## config.mk

```make
export PLATFORM = sky130hd
export DESIGN_NAME = rgbh_div
export DESIGN_NICKNAME = d
export VERILOG_FILES = /design/src/rtl/rgbh_div.sv
export SDC_FILE = /design/constraint.sdc
export NUM_CORES = 2
export LEC_CHECK = 0
export ABC_CLOCK_PERIOD_IN_PS = 4150
export BUFFER_PORTS_ARGS = -buffer_cell sky130_fd_sc_hd__buf_2
export CAP_MARGIN = 10
export CORE_ASPECT_RATIO = 0.6
export CORE_MARGIN = 2
export CORE_UTILIZATION = 56
export DETAILED_ROUTE_END_ITERATION = 8
export PLACE_DENSITY = 0.72
export SYNTH_ARGS = -nofsm -noshare
export SYNTH_HDL_FRONTEND = slang
export SYNTH_SLANG_ARGS = --single-unit
```

## constraint.sdc

```tcl
create_clock -name i_clk -period 4.15 [get_ports i_clk]
set_input_delay 0.415 -clock i_clk [delete_from_list [all_inputs] [get_ports i_clk]]
set_output_delay 0.415 -clock i_clk [all_outputs]
set_load 0.02 [all_outputs]
```

## src/rtl/rgbh_div.sv

```systemverilog
module rgbh_div #(
    parameter int NUM_W  = 30,
    parameter int DEN_W  = 16,
    parameter int QW     = 30,
    parameter int SIDE_W = 1
) (
    input  logic              i_clk,
    input  logic              i_rst_n,
    input  logic              i_en,
    input  logic              i_valid,
    input  logic [NUM_W-1:0]  i_num,
    input  logic [DEN_W-1:0]  i_den,
    input  logic [SIDE_W-1:0] i_side,
    output logic              o_valid,
    output logic [QW-1:0]     o_quot,
    output logic [SIDE_W-1:0] o_side
);

    logic [NUM_W+DEN_W-1:0] w_ext;
    logic [DEN_W-1:0]       r_rem  [0:QW];
    logic [QW-1:0]          r_acc  [0:QW];
    logic [DEN_W-1:0]       r_den  [0:QW];
    logic [SIDE_W-1:0]      r_side [0:QW];
    logic                   r_vld  [0:QW];

    assign w_ext     = {{DEN_W{1'b0}}, i_num};
    assign r_rem[0]  = w_ext[QW+DEN_W-1:QW];
    assign r_acc[0]  = w_ext[QW-1:0];
    assign r_den[0]  = i_den;
    assign r_side[0] = i_side;
    assign r_vld[0]  = i_valid;

    for (genvar gi = 0; gi < QW; gi++) begin : g_stage
        logic [DEN_W:0]   n_sh;
        logic [DEN_W:0]   n_df;
        logic             n_ge;

        always_comb begin
            n_sh = {r_rem[gi], r_acc[gi][QW-1]};
            n_df = n_sh - {1'b0, r_den[gi]};
            n_ge = n_sh >= {1'b0, r_den[gi]};
        end

        always_ff @(posedge i_clk) begin
            if (!i_rst_n) begin
                r_vld[gi+1] <= 1'b0;
            end else if (i_en) begin
                r_vld[gi+1] <= r_vld[gi];
            end
        end

        always_ff @(posedge i_clk) begin
            if (i_en) begin
                r_rem[gi+1]  <= n_ge ? n_df[DEN_W-1:0] : n_sh[DEN_W-1:0];
                r_acc[gi+1]  <= {r_acc[gi][QW-2:0], n_ge};
                r_den[gi+1]  <= r_den[gi];
                r_side[gi+1] <= r_side[gi];
            end
        end
    end

    assign o_valid = r_vld[QW];
    assign o_quot  = r_acc[QW];
    assign o_side  = r_side[QW];

endmodule

```

# Yosys cells after proc, flatten, opt, wreduce, memory -nomap -nowiden
# Cells that the tools add are included.
# W data, S select, Z words.
dict set report totals {
  reg_bits 1888
  inputBits 51
  output_inout_bits 32
  elab_cells 237
}
dict set report classes {
  add_sub_neg 29
  magnitude_cmp 30
  n_mux 29
}
# cell n
set ops {}
lappend ops {{$ge A17 B16 Y1} 29}
lappend ops {{$mux W16} 28}
lappend ops {{$sub A16 B16 Y16} 28}
lappend ops {{$ge A1 B16 Y1} 1}
lappend ops {{$sub A1 B16 Y16} 1}
lappend ops {{$mux W1} 1}

# Logic depth before layout (Yosys ltp)
dict set report depth {
  ltp_word 2
  ltp_mapped 12
  depth_no_buf 11
}

# Worst setup path after synthesis
# Ideal clock, no wire load.
dict set report synth_timing {
  path_kind {reg2reg}
  startpoint {reg r_den[305] (netlist name)}
  endpoint {reg r_rem (netlist bit g_stage[12].n_sh[10]) (data pin)}
  setup_time_ns 0.260
  arrival_ns 2.967
  required_ns 3.890
  slack_ns 0.923
  stages_incl_launch_ff 12
  path_buffers 1
  synth_period_minus_slack_ns 3.227
  cell_sequence {edfxtp_1 > inv_1 > ha_1 > nor2b_4 > o31a_1 > or3_4 > a21oi_4 > o21ai_2 > o21a_2 > a2111oi_4 > buf_6 > mux2_4}
}
dict set report synth_via {
  elab_chain_cells 2
  word_cells_on_any_way 3
  classes_between {1 x add/sub; 1 x order compare; 1 x mux}
}
# item line_no
set synth_lines {}
lappend synth_lines {{start: declaration} 22} ;# logic [DEN_W-1:0] r_den [0:QW];
lappend synth_lines {{start signal: indexed assignment} 56} ;# r_den[gi+1] <= r_den[gi];
lappend synth_lines {{$sub A16 B16 Y16 or $ge A17 B16 Y1 (tied branches)} {40, 41}}
lappend synth_lines {{$mux W16 *} 54} ;# r_rem[gi+1] <= n_ge ? n_df[DEN_W-1:0] : n_sh[DEN_W-1:0];
lappend synth_lines {{end signal: indexed assignment} 54}
lappend synth_lines {{end: declaration} 20} ;# logic [DEN_W-1:0] r_rem [0:QW];
# Mark *: on every way between the ends. The rest lies on a longest branch, timed or not.
# A chain may end at the register's enable or synchronous reset.

# Worst setup path after layout
dict set report layout_timing {
  startpoint {reg r_rem (netlist bit g_stage[15].n_sh[3])}
  endpoint {reg r_rem (netlist bit g_stage[16].n_sh[14]) (data pin)}
}
dict set report layout_via {
  elab_chain_cells 2
  word_cells_on_any_way 3
  classes_between {1 x add/sub; 1 x order compare; 1 x mux}
}
# item line_no
set layout_lines {}
lappend layout_lines {{$sub A16 B16 Y16 or $ge A17 B16 Y1 (tied branches)} {40, 41}}
lappend layout_lines {{$mux W16 *} 54}
# Marks and branches as above.

==> impl_metrics.ini <==
[floorplanning]
rows = 110
design.portCount = 83
floorplan.die.width_um = 507
dieHeight_um = 306
floorplan.initialDensity = 0.565
floorplan.core_area_um2 = 150000
overall_die_area_um2 = 155000

[timing]
hold-worst-slack_ns = 0.0822
fin_crit_sh = 0.908
clock.fmax_mhz = 265
finalClockSkew_ns = 0.0482
slew_headroom = 0.163
timing.final.max_slew_violations = 0
setup_viol = 0
layout_min_cycle_time_ns = 3.77
final.setup.tns_ns = 0
unrepaired_setup_endpoints_after_global_routing = no
worst-slew-pin-transition_ns = 1.24
final_hold_viol_count = 0

[power]
power_dissipated_by_switching_net_loads_mw = 22.1
cellLeakagePower_nw = 36.5
pwr_density_cell_nw_per_um2 = 724
clockPowerShare = 0.238
pwr-share-seq = 0.404
p_int_mw = 46.3
fin_total_pwr_mw = 68.4
power_frac_comb = 0.357
max-vdd-ir-drop_mv = 0.439
p_sw_frac = 0.323

[finish]
multi_input_comb_area_um2 = 25800
synthToLayoutAreaGrowth_pct = 11.5
layout-drive-gt1-share = 0.124
final-seq-area_um2 = 56400
design_area_um2 = 94600
finish.net_count = 6718
filler_cell_count = 10900
final-instance-count-excl-fill = 8331

[synthesis]
sequential_area_share_after_synthesis = 0.665
synth_top_flop_cell = edfxtp_1
synth_fp_nets = 6414
synth.distinct_cells = 85
post_synth_inst_count = 5869
synthArstFlopShare = 0
postSynthAreaPerCell_um2 = 14.5
synth_seq_cells = 1888
post_synth_instance_area_um2 = 84900
synth_warnings = 0
synth-edff-count = 1858

[placement]
placedCellCount = 7967
port_buffers = 82
place.gp.congestion = 0.938
placedInstanceArea_um2 = 88300
dp.final_hpwl_um = 113000

[critical_path]
worst_path_maximum_fanout = 17
cp-end-kind = flop
critical_path_class = flop to flop
required_ns = 4.69
setup.worst_path.start_class = flop
critPathArrivalTime_ns = 4.31

[global_route]
global_route.usage.met3 = 0.0594
grt_remaining_overflow = 0
most_utilized_layer_in_the_global_route_result = met1
grt_start_max_net_pins = 138
global_route_wire_length_before_repair_um = 251000
grt_util_met2 = 0.251
first_global_vias = 44500
antenna_found_initial = 1
met1_usage = 0.352
grtUsageTotal = 0.206

[min_path]
hp-class = input port to flop

[status]
run_status = completed

[routing]
drt_pass1_iterations = 6
routed_wire_length_per_instance_um = 19.3
drt_wl_total_um = 161000
remaining_drc_errors = 0
ant_nets = 0
drt_first_iter_violations = 4970
dr_total_vias = 47100
vias_per_cell = 5.66

[clock_network]
cts.sinks = 1888
cts_setup_buffers = 0
tritoncts = done
worst_setup_hold_path_clk_slew_ns = 0.07
cts_hold_repair.buffers = 50
max-clock-path-buffers = 3
h-tree-depth = 4
cts-buffers-inserted = 170
cts_resized = 0
cell_at_the_root_of_the_clock_tree = clkbuf_16
worstSkewPairLatency_ns = 0.83

[run]
maxCapViolCount = 0
[layout by cell type, fill, tap and decap left out, drive strengths merged, types with 72 or more instances in the layout]
master / Yosys / routed
clkbuf: 35 / 189
edfxtp: 1858 / 1858
mux2i: 87 / 87
o21ai: 249 / 249
nand3: 80 / 80
nor2: 202 / 202
o21a: 80 / 80
nor2b: 111 / 111
nand2: 255 / 255
inv: 583 / 587
clkinv: 0 / 89
buf: 59 / 176
mux2: 311 / 311
nand2b: 75 / 75
a21o: 128 / 128
nor3: 72 / 72
ha: 466 / 466
a21oi: 291 / 291
xor2: 110 / 110
xnor2: 207 / 207
[path summary, 6_finish.rpt]
path	startpoint	end	slack [ns]	depth (start not counted)
max reg2reg	g_stage[15].n_sh[3]$_DFFE_PP_	g_stage[16].n_sh[14]$_DFFE_PP_	0.38	9
min	i_en	r_acc[730]$_DFFE_PP_	0.08	1
min reg2reg	r_acc[420]$_DFFE_PP_	r_acc[391]$_DFFE_PP_	0.39	0
max	g_stage[15].n_sh[3]$_DFFE_PP_	g_stage[16].n_sh[14]$_DFFE_PP_	0.38	9
[routing by layer]
| layer | vias up | wire length, µm |
|---|---|---|
| met5 | - | 0 |
| met4 | 0 | 2380 |
| met3 | 186 | 15200 |
| met2 | 1535 | 59200 |
| met1 | 22800 | 83700 |
| li1 | 22600 | - |
[cell usage after synthesis (19+ instances only)]
library cell	count	area share
nor2b_1	110	0.0081
xor2_1	110	0.011
nor4_1	27	0.0020
mux2_2	298	0.040
o211ai_1	21	0.0019
a2111oi_0	21	0.0022
mux2i_1	87	0.010
buf_4	30	0.0027
and3_1	40	0.0029
a21boi_0	31	0.0027
inv_1	583	0.026
nor2_1	202	0.0089
edfxtp_1	1858	0.66
nand4_1	51	0.0038
nand2_1	255	0.011
fa_1	28	0.0066
o21ai_0	242	0.014
o21a_1	79	0.0070
nand2b_1	75	0.0055
ha_1	466	0.069
nand3_1	80	0.0047
a21oi_1	289	0.017
dfxtp_1	30	0.0071
or3_1	19	0.0014
a211oi_1	29	0.0026
clkbuf_1	35	0.0015
buf_2	23	0.0014
a31oi_1	51	0.0038
xnor2_1	207	0.021
a21o_1	127	0.011
o21bai_1	21	0.0019
nor3_1	71	0.0042
o31ai_1	23	0.0020
[logic make-up (layout without fill, tap and decap cells)]
group,after synthesis,after routing,share of synthesized area
XOR/XNOR,317,317,0.0327
multiplexers,398,398,0.0518
buffers and inverters,677,1122,0.0320
adder cells (fa/ha/maj),494,494,0.0753
AO/OA/AOI/OAI,1092,1092,0.0843
other,0,1,0
flip-flops,1888,1888,0.665
AND/OR/NAND/NOR,1003,1003,0.0594
[power groups by stage]
stage	Clock (mW)	Sequential [mW]	Combinational, mW
after floorplan	0	27.1	18.4
after global routing	17.5	28.0	26.9
after global placement	0	28.0	23.0
after detailed placement	0	28.0	23.8
after CTS	16.7	27.7	24.1
final	16.3	27.7	24.5
[stage by stage]
stage	setup WS [ns]	util
finish	0.380	0.630
global route	0.0951	0.630
CTS	0.421	0.630
detailed placement	0.468	0.588
global placement	0.558	0.588
floorplan	0.923	-
[layout make-up]
class                           instances  share of cell area
Antenna cell                            1           0.0000265
Multi-Input combinational cell       3304               0.273
Sequential cell                      1888               0.596
Timing Repair Buffer                  226              0.0196
Clock inverter                        124              0.0159
Clock buffer                          189              0.0457
Tap cell                             2016              0.0267
Inverter                              583              0.0231
[worst max-delay path: stages (launching register included)]
cell and delay, ns:
edfxtp_1 0.40, ha_1 0.39, nand3_1 0.15, a21oi_1 0.22
o21bai_1 0.17, a31oi_1 0.31, a31oi_1 0.23, a2111oi_0 0.40
or4_1 0.81, mux2_2 0.42
[state kept, by name, indices dropped and copies added, names as in the netlist]
register,cells
r_den,464
o_valid,1
o_quot,30
o_side,1
r_side,29
r_acc,841
g_stage.n_sh,493
r_vld,29
Power figures use the tool's default switching activity.
